<file path="src/rtl/core/page_bitmap_range_marker_top_assert.svh">
// assertion macros for the page bitmap range marker
`ifndef PAGE_BITMAP_RANGE_MARKER_TOP_ASSERT_SVH
`define PAGE_BITMAP_RANGE_MARKER_TOP_ASSERT_SVH

// same-cycle implication
`define PBRM_ASSERT_NOW(lbl, ante, cons) \
  lbl: assert property (@(posedge clk_i) disable iff (!rst_ni) (ante) |-> (cons)) \
    else $error("pbrm assertion failed");

// next-cycle implication
`define PBRM_ASSERT_NEXT(lbl, ante, cons) \
  lbl: assert property (@(posedge clk_i) disable iff (!rst_ni) (ante) |=> (cons)) \
    else $error("pbrm assertion failed");

`endif

</file>
<file path="src/rtl/core/pbrm_pkg.sv">
`timescale 1ns / 1ps

package pbrm_pkg;

  localparam int FIELD_W    = 17;
  localparam int WORD_W     = 64;
  localparam int OFF_W      = 6;
  localparam int BYTE_W     = 8;
  localparam int NBYTES     = WORD_W / BYTE_W;
  localparam int BYTE_IDX_W = 3;
  localparam int BIT_IDX_W  = 3;

  typedef enum logic [2:0] {
    ST_CLEAR,
    ST_IDLE,
    ST_WR_RD,
    ST_WR_WB,
    ST_SCAN_RD,
    ST_SCAN_CHK,
    ST_SCAN_BIT,
    ST_DONE
  } state_e;

  typedef struct packed {
    logic                  hit;
    logic [BYTE_IDX_W-1:0] byte_idx;
    logic [BYTE_W-1:0]     byte_val;
  } find_t;

endpackage

</file>
<file path="src/rtl/core/pbrm_word_alu.sv">
`timescale 1ns / 1ps

module pbrm_word_alu (
  input  logic [pbrm_pkg::WORD_W-1:0]    data_i,
  input  logic [pbrm_pkg::OFF_W-1:0]     lo_i,
  input  logic [pbrm_pkg::OFF_W-1:0]     hi_i,
  input  logic                           mark_i,
  input  logic [pbrm_pkg::BYTE_W-1:0]    byte_i,
  output logic [pbrm_pkg::WORD_W-1:0]    wdata_o,
  output pbrm_pkg::find_t                find_o,
  output logic [pbrm_pkg::BIT_IDX_W-1:0] bit_o
);
  import pbrm_pkg::*;

  logic [WORD_W-1:0] mask_lo;
  logic [WORD_W-1:0] mask_hi;
  logic [WORD_W-1:0] range_mask;
  logic [WORD_W-1:0] scan_word;

  assign mask_lo    = {WORD_W{1'b1}} << lo_i;
  assign mask_hi    = {WORD_W{1'b1}} >> (OFF_W'(WORD_W - 1) - hi_i);
  assign range_mask = mask_lo & mask_hi;
  assign wdata_o    = mark_i ? (data_i | range_mask) : (data_i & ~range_mask);
  assign scan_word  = data_i & mask_lo;

  // lowest nonzero byte of the masked word
  always_comb begin
    find_o = '0;
    for (int i = NBYTES - 1; i >= 0; i--) begin
      if (|scan_word[i*BYTE_W +: BYTE_W]) begin
        find_o.hit      = 1'b1;
        find_o.byte_idx = BYTE_IDX_W'(i);
        find_o.byte_val = scan_word[i*BYTE_W +: BYTE_W];
      end
    end
  end

  // lowest set bit of the chosen byte
  always_comb begin
    bit_o = '0;
    for (int i = BYTE_W - 1; i >= 0; i--) begin
      if (byte_i[i]) begin
        bit_o = BIT_IDX_W'(i);
      end
    end
  end

endmodule

</file>
<file path="config.mk">
export PLATFORM = sky130hd
export DESIGN_NAME = pbrm_word_alu
export DESIGN_NICKNAME = d
export VERILOG_FILES = /design/src/rtl/core/page_bitmap_range_marker_top_assert.svh /design/src/rtl/core/pbrm_pkg.sv /design/src/rtl/core/pbrm_word_alu.sv
export SDC_FILE = /design/constraint.sdc
export NUM_CORES = 1
export LEC_CHECK = 0
export BUFFER_PORTS_ARGS = -buffer_cell sky130_fd_sc_hd__buf_2
export CAP_MARGIN = 20
export CELL_PAD_IN_SITES_DETAIL_PLACEMENT = 0
export CELL_PAD_IN_SITES_GLOBAL_PLACEMENT = 1
export CORE_ASPECT_RATIO = 0.7
export CORE_MARGIN = 2
export CORE_UTILIZATION = 35
export DETAILED_ROUTE_END_ITERATION = 10
export PLACE_DENSITY = 0.95
export SLEW_MARGIN = 0
export SYNTH_ARGS = -nofsm -noshare
export SYNTH_HDL_FRONTEND = slang
export SYNTH_SLANG_ARGS = --single-unit
</file>
<file path="constraint.sdc">
create_clock -name vclk -period 4.9
set_input_delay 0.98 -clock vclk [all_inputs]
set_output_delay 0.98 -clock vclk [all_outputs]
set_load 0.1 [all_outputs]
</file>
==> results of run 1 <==
metal layers:
| layer | vias up | share of wire (%) |
|---|---|---|
| li1 | 2444 | - |
| met5 | - | 0.061 |
| met3 | 63 | 15 |
| met2 | 500 | 39 |
| met4 | 2 | 3.0 |
| met1 | 2578 | 43 |
where the power goes:
group | internal (mW) | switching [mW]
logic | 0.249 | 0.701
registers | 0 | 0
clock network | 0 | 0
final cells by class:
cell class / count / share of cell area (%)
inverters: 16 / 1.232
multi-input cells: 473 / 63.66
well taps: 128 / 3.285
repair buffers: 237 / 31.82
layout by cell type, fill, tap and decap left out, types with 6 or more instances in the layout:
cell type,synthesis,final
inv_1,15,15
mux2_2,61,61
buf_4,7,72
buf_2,9,151
o21ai_0,56,54
nand3_1,18,18
nor2_1,53,53
o211ai_1,19,19
and2_1,7,7
nor2b_1,6,6
a211oi_1,10,10
nand2_1,60,60
buf_12,0,12
nor3_1,18,18
a21oi_1,44,43
metrics by stage:
step | power, mW | std cells | worst slack (ns) | cell area, µm² | hold WS (ns)
after CTS | 0.9323 | 854 | 0.1256 | 4871 | 2.380
after global placement | 0.9343 | 854 | 0.1481 | 4871 | 2.376
after global routing | 0.9759 | 854 | 0.05092 | 4876 | 2.388
after detailed placement | 0.9289 | 854 | 0.1372 | 4871 | 2.379
after floorplan | 0.6545 | 536 | -0.1062 | 3433 | 2.295
final | 0.9502 | 854 | 0.09695 | 4876 | 2.377
timing repair:
action / CTS / global route
resized for setup: 0 / 2
endpoints found under the hold margin: 0 / 0
endpoints found under the setup margin: 0 / 1
how the worst min path moves through the flow:
| stage | startpoint | cells past startpoint | to |
|---|---|---|---|
| after floorplan | byte_i[0] | 1 | bit_o[0] |
| after global placement | byte_i[1] | 3 | bit_o[1] |
| after detailed placement | byte_i[0] | 3 | bit_o[0] |
| after CTS | byte_i[0] | 3 | bit_o[0] |
| after global routing | byte_i[0] | 3 | bit_o[0] |
| final | byte_i[0] | 3 | bit_o[0] |
kinds of logic (layout without fill, tap and decap cells):
kind of cell / after synthesis / count (layout) / synth area share, %
AO/OA/AOI/OAI: 211 / 211 / 41.51
multiplexers: 61 / 61 / 20.22
adder cells (fa/ha/maj): 1 / 1 / 0.2947
buffers and inverters: 63 / 253 / 9.171
AND/OR/NAND/NOR: 200 / 200 / 28.80
==> flow_summary.toml, run 1 <==
[die]
core.rowCount = 30
die_w_um = 121.8
core_area_um2 = 9572
die_area_um2 = 10520
io_pins = 164
die_h_um = 86.43
start_util_pct = 35.49

[global_routing]
gr-max-usage-layer = "met1"
grt_first_pass_wirelength_um = 30800
gr-total-overflow = 0
grtUsageTotal_pct = 38.47
use_met2_pct = 55.15
grt_antenna_before_repair = 2
grt_start_max_net_pins = 65
met1_usage_pct = 57.70
use_met3_pct = 8.816
grt_pass1_vias = 5164

[yosys]
ys_seq_area_share_pct = 0
synthDistinctLibCells = 69
netlist_area_um2 = 3397
yosys-top-cells-area = "mux2_2, o21ai_0, nand2_1, a21oi_1, nor2_1"
synth_top_cell_area_share_pct = 20.22
synth_common_cells = "mux2_2, nand2_1, o21ai_0, nor2_1, a21oi_1"
synth_area_per_cell_um2 = 6.338
synth_warnings = 0
synth.largest_area_cell = "mux2_2"
syn_nets = 621
synth_cells = 536
synthMostInstantiatedCell = "mux2_2"

[sta]
final_hold_viol_count = 0
tightestPinTransition_ns = 0.9599
relSlewSlack_pct = 36.01
maxSlewViolCount = 0
rsz0062_at_grt = "false"
post-route-period-util_pct = 98.02
setup_violations = 0
tns_ns = 0
fmax_mhz = 208.2
fin_crit_ns = 4.803

[worst_setup_path]
path_delay_family = "compound AO/OA/AOI/OAI gates"
critPathLaunchType = "primary input"
path_class = "primary input to output pin"
critPathSlowestCell = "a221oi_1"
cp_common_cell = "buf_4"
cp.depth = 11
endpoint_kind = "output pin"
critPathLaunch = "lo_i[0]"
worst_ep_required_time_ns = 3.92
cp_max_fo = 18
critical_path_arrival_ns = 3.82
crit_buf_inv = 4
worstPathCellList = "buf_2 > a31oi_2 > buf_4 > o21ai_1 > o21ai_2 > o41ai_1 > buf_4 > nand3_1 > a221oi_1 > a2bb2oi_2 > buf_12"
slowest_delay_ns = 0.46
endpoint = "find_o[3]"

[placement]
gp_congestion = 1.095
dp_hpwl_um = 16990
portBuffers = 164

[clock_network]
cts_setup_buffers = 0
hold_buffers = 0

[power]
irDropWorstVdd_v = 0.0001411
leakage_nw = 2.135
cellPowerDensity_nw_per_um2 = 194.9

[detailed_routing]
drc = 0
firstDrtPassIters = 5
final_antenna_net_count = 0
drt-total-wl_um = 21180
vias = 5587
via_per_inst = 6.542
post_drt_wl_per_cell_um = 24.80
initialDrtViolationCount = 854

[finish]
layout-drive-gt1-share_pct = 44.08
syn2layout_area_growth_pct = 43.54
fillCellCount = 1003
multi_input_area_um2 = 3104
antenna_cells = 0
layout.nets = 813
seq_area_um2 = 0
clock_buffer_count = 0
utilization_pct = 50.94
flops_and_latches = 0

[job]
cap_violations = 0

[hold_path]
hp-class = "primary input to output pin"

[run_status]
outcome = "finished clean"
Note: power is estimated with default switching activity, not from simulation.
==> run 2: changes to the inputs <==
--- a/config.mk
+++ b/config.mk
@@ -6,7 +6,7 @@
 export NUM_CORES = 1
 export LEC_CHECK = 0
 export BUFFER_PORTS_ARGS = -buffer_cell sky130_fd_sc_hd__buf_2
-export CAP_MARGIN = 20
+export CAP_MARGIN = 0
 export CELL_PAD_IN_SITES_DETAIL_PLACEMENT = 0
 export CELL_PAD_IN_SITES_GLOBAL_PLACEMENT = 1
 export CORE_ASPECT_RATIO = 0.7
==> constraint.sdc (replaced) <==
create_clock -name vclk -period 4.9
set_input_delay 0.735 -clock vclk [all_inputs]
set_output_delay 0.735 -clock vclk [all_outputs]
set_load 0.1 [all_outputs]
==> run 2 against run 1 <==
- combinational power is 5.1% lower
- cell count fell by 5.9%
- non-clock buffer count down 50
- critical path type unchanged
- largest power group unchanged
- flip-flop and latch count is the same
- cell area is 8.8% lower
- wire length is 5.1% lower
- critical endpoint is now find_o[1]
- first-iteration DRC count increased by 9.5%
- sequential share of layout area stayed put
- power is 5.1% lower
- via count is 4.1% lower
==> flow_summary.toml, run 2 (synthesis gave the netlist of run 1 again) <==
[power]
leakage_nw = 1.881
cellPowerDensity_nw_per_um2 = 202.8
irDropWorstVdd_v = 0.0001038
pwr-share-comb_pct = 100.0
switching_share_pct = 76.31
pwr-share-clk_pct = 0
power_frac_seq_pct = 0
p_int_mw = 0.2136
p_switching_mw = 0.6880

[finish]
final_common_cell = "buf_2"
layout.nets = 763
clock_buffer_count = 0
seq_area_um2 = 0
finalNonFillerCells = 804
syn2layout_area_growth_pct = 30.90
flops_and_latches = 0
utilization_pct = 46.46
layout-drive-gt1-share_pct = 39.35
antenna_cells = 0
layout_common_cells = "buf_2, mux2_2, nand2_1"

[placement]
portBuffers = 164
post-place-ws_ns = 0.3721
dp_hpwl_um = 15730
gp_congestion = 1.132
dp.cells = 804

[die]
die_area_um2 = 10520
die_h_um = 86.43
io_pins = 164
core.rowCount = 30
die_w_um = 121.8
start_util_pct = 35.49
core_area_um2 = 9572

[worst_setup_path]
critPathSlowestCell = "nor4_4"
path_delay_family = "simple AND/OR/NAND/NOR gates"
endpoint_kind = "output pin"
critPathLaunchType = "primary input"
crit_buf_inv = 3
cp_max_fo = 13
slowest_delay_ns = 0.52
critical_path_arrival_ns = 4.02
path_class = "primary input to output pin"
worstPathCellList = "buf_2 > clkinv_1 > nor2_1 > o21ai_0 > nor4_4 > nand2b_1 > o311a_1 > o211ai_1 > buf_12"
worst_ep_required_time_ns = 4.16

[sta]
final_hold_viol_count = 0
maxSlewViolCount = 0
fin_crit_ns = 4.754
fin_hold_ws_ns = 1.893
tns_ns = 0
post-route-period-util_pct = 97.02
fmax_mhz = 210.4
setup_ws_ns = 0.1463
setup_violations = 0
tightestPinTransition_ns = 1.022
relSlewSlack_pct = 31.88
rsz0062_at_grt = "false"

[global_routing]
grt_pass1_vias = 4877
grt_first_pass_wirelength_um = 29390
grtUsageTotal_pct = 36.39
grt_antenna_before_repair = 0
grt_start_max_net_pins = 65
gr-total-overflow = 0

[detailed_routing]
post_drt_wl_per_cell_um = 25.01
via_per_inst = 6.665
drt-total-wl_um = 20110
initialDrtViolationCount = 935
final_antenna_net_count = 0
firstDrtPassIters = 6
drc = 0
vias = 5359

[run_status]
outcome = "finished clean"

[clock_network]
hold_buffers = 0
cts_resized = 0
cts_setup_buffers = 0

[hold_path]
hp-class = "primary input to output pin"

[job]
cap_violations = 0
## run 2: cell types whose count changed in the layout (fill, tap and decap cells not counted), moves of 2 or more
cell / before / now
buf_12: 12 / 10
buf_2: 151 / 155
buf_4: 72 / 22
clkbuf_4: 2 / 0
o21ai_0: 54 / 56
## run 2: routing by layer
| metal | global-route usage (%) | part of all wire, % | wire length [µm] | vias to the layer above |
|---|---|---|---|---|
| met2 | 51.50 | 39 | 7915 | 478 |
| met4 | 5.643 | 1.9 | 389 | 0 |
| met5 | 0 | 0 | 0 | - |
| met1 | 54.64 | 43 | 8699 | 2488 |
| met3 | 10.59 | 15 | 3103 | 51 |
| li1 | - | - | - | 2342 |
## run 2: per-stage QoR
stage / instance area [µm²] / total power [mW]
2_1_floorplan: 3397 / 0.6503
3_3_place_gp: 4447 / 0.8788
3_5_place_dp: 4447 / 0.8792
4_1_cts: 4447 / 0.8814
5_1_grt: 4447 / 0.9256
6_report: 4447 / 0.9016
## run 2: area by class of cell
class / instances / area, µm²
fill: 1061 / 5125
inverter: 16 / 60.06
multi-input combinational: 473 / 3085
tap: 128 / 160.2
timing repair buffer: 187 / 1141
## run 2: final timing paths
kind / startpoint / to / slack (ns) / cells after the start
worst max-delay path: lo_i[4] / find_o[1] / 0.15 / 9
worst min-delay path: byte_i[0] / bit_o[0] / 1.89 / 3
## run 2: power by group through the flow
stage	combinational (mW)	sequential, mW	clock, mW
finish	0.902	0	0
global route	0.926	0	0
CTS	0.881	0	0
detailed placement	0.879	0	0
global placement	0.879	0	0
floorplan	0.650	0	0
## run 2: tightest hold or removal path, cell delays in order
cell	delay, ns
buf_2	0.10
nor2_1	0.04
buf_2	0.28
==> run 3: changes to the inputs <==
--- a/config.mk
+++ b/config.mk
@@ -5,7 +5,7 @@
 export SDC_FILE = /design/constraint.sdc
 export NUM_CORES = 1
 export LEC_CHECK = 0
-export BUFFER_PORTS_ARGS = -buffer_cell sky130_fd_sc_hd__buf_2
+export BUFFER_PORTS_ARGS = -buffer_cell sky130_fd_sc_hd__buf_4
 export CAP_MARGIN = 0
 export CELL_PAD_IN_SITES_DETAIL_PLACEMENT = 0
 export CELL_PAD_IN_SITES_GLOBAL_PLACEMENT = 1
==> run 3 against run 2 <==
- highest routed layer unchanged
- largest power group unchanged
- critical path depth rose by 1
- non-clock buffer count down 9
- largest cell class unchanged
- sequential share of layout area is the same
- via count is 1.2% lower
- critical path type unchanged
- utilization increased by 2.0 points
- wire length decreased by 2.6%
- flip-flop and latch count did not move
- hold slack worse by 0.073 ns
==> flow_summary.toml, run 3 (synthesis gave the netlist of run 1 again) <==
[sta]
post-route-period-util_pct = 95.05
setup_ws_ns = 0.2426
final_hold_viol_count = 0
tns_ns = 0
tightestPinTransition_ns = 1.154
fin_hold_ws_ns = 1.820
fin_crit_ns = 4.657
maxSlewViolCount = 0
setup_violations = 0
fmax_mhz = 214.7
relSlewSlack_pct = 22.46
rsz0062_at_grt = "false"

[worst_setup_path]
critPathLaunchType = "primary input"
path_delay_family = "compound AO/OA/AOI/OAI gates"
endpoint_kind = "output pin"
cp_common_cell = "buf_4"
path_class = "primary input to output pin"
critical_path_arrival_ns = 3.92
worstPathCellList = "buf_4 > inv_1 > buf_4 > o21ai_0 > a41oi_1 > and4b_1 > o21ai_0 > or4b_1 > o211ai_1 > buf_4"
cp_max_fo = 13
crit_buf_inv = 4
worst_ep_required_time_ns = 4.16
critPathSlowestCell = "or4b_1"
slowest_delay_ns = 0.55

[detailed_routing]
initialDrtViolationCount = 837
final_antenna_net_count = 0
vias = 5293
post_drt_wl_per_cell_um = 24.64
via_per_inst = 6.658
drt-total-wl_um = 19590
drc = 0
firstDrtPassIters = 8

[global_routing]
use_met2_pct = 48.81
met1_usage_pct = 53.18
grt_first_pass_wirelength_um = 28720
grtUsageTotal_pct = 35.32
grt_start_max_net_pins = 65
use_met3_pct = 9.539
gr-total-overflow = 0
gr-max-usage-layer = "met1"
grt_pass1_vias = 4819
grt_antenna_before_repair = 1

[clock_network]
cts_resized = 0
cts_setup_buffers = 0
hold_buffers = 0

[finish]
layout-drive-gt1-share_pct = 38.53
syn2layout_area_growth_pct = 36.65
layout.nets = 754
flops_and_latches = 0
seq_area_um2 = 0
layout_common_cells = "buf_4, mux2_2, nand2_1"
clock_buffer_count = 0
antenna_cells = 0
final_common_cell = "buf_4"

[hold_path]
hp-class = "primary input to output pin"

[placement]
post-place-ws_ns = 0.5007
gp_congestion = 1.100
dp_hpwl_um = 15170
portBuffers = 164

[die]
start_util_pct = 35.49
die_w_um = 121.8
core_area_um2 = 9572
core.rowCount = 30
die_h_um = 86.43
io_pins = 164
die_area_um2 = 10520

[power]
irDropWorstVdd_v = 0.0001102
leakage_nw = 1.932
cellPowerDensity_nw_per_um2 = 195.2
p_total_mw = 0.9062

[run_status]
outcome = "finished clean"

[job]
cap_violations = 0
-- run 3: stage by stage --
stage | instance area [µm²] | util, % | cells
4_1_cts | 4642 | 48.50 | 795
6_report | 4642 | 48.50 | 795
5_1_grt | 4642 | 48.50 | 795
3_5_place_dp | 4642 | 48.50 | 795
2_1_floorplan | 3397 | - | 536
3_3_place_gp | 4642 | 48.50 | 795
-- run 3: path summary, 6_finish.rpt --
check	startpoint	cells after the start	slack [ns]	to
min	byte_i[0]	3	1.82	bit_o[0]
max	lo_i[3]	10	0.24	find_o[7]
-- run 3: worst min-delay path, delay by kind of cell --
kind          cells  cell delay, ns
buf+inv           2            0.31
simple gates      1            0.04
-- run 3: cell type report --
| type | count | area [µm²] |
|---|---|---|
| fill | 1038 | 4930 |
| multi-input combinational | 473 | 3085 |
| timing repair buffer | 178 | 1336 |
| tap | 128 | 160.2 |
| inverter | 16 | 60.06 |
-- run 3: per-layer routing --
| layer | share of wire [%] | routed length, µm |
|---|---|---|
| met3 | 16 | 3080 |
| met1 | 42 | 8233 |
| met5 | 0 | 0 |
| met4 | 2.7 | 538 |
| met2 | 39 | 7733 |
-- run 3: power by group --
| part | leakage (nW) | internal [mW] | switching (mW) |
|---|---|---|---|
| Clock | 0 | 0 | 0 |
| Combinational | 1.93 | 0.229 | 0.678 |
| Sequential | 0 | 0 | 0 |
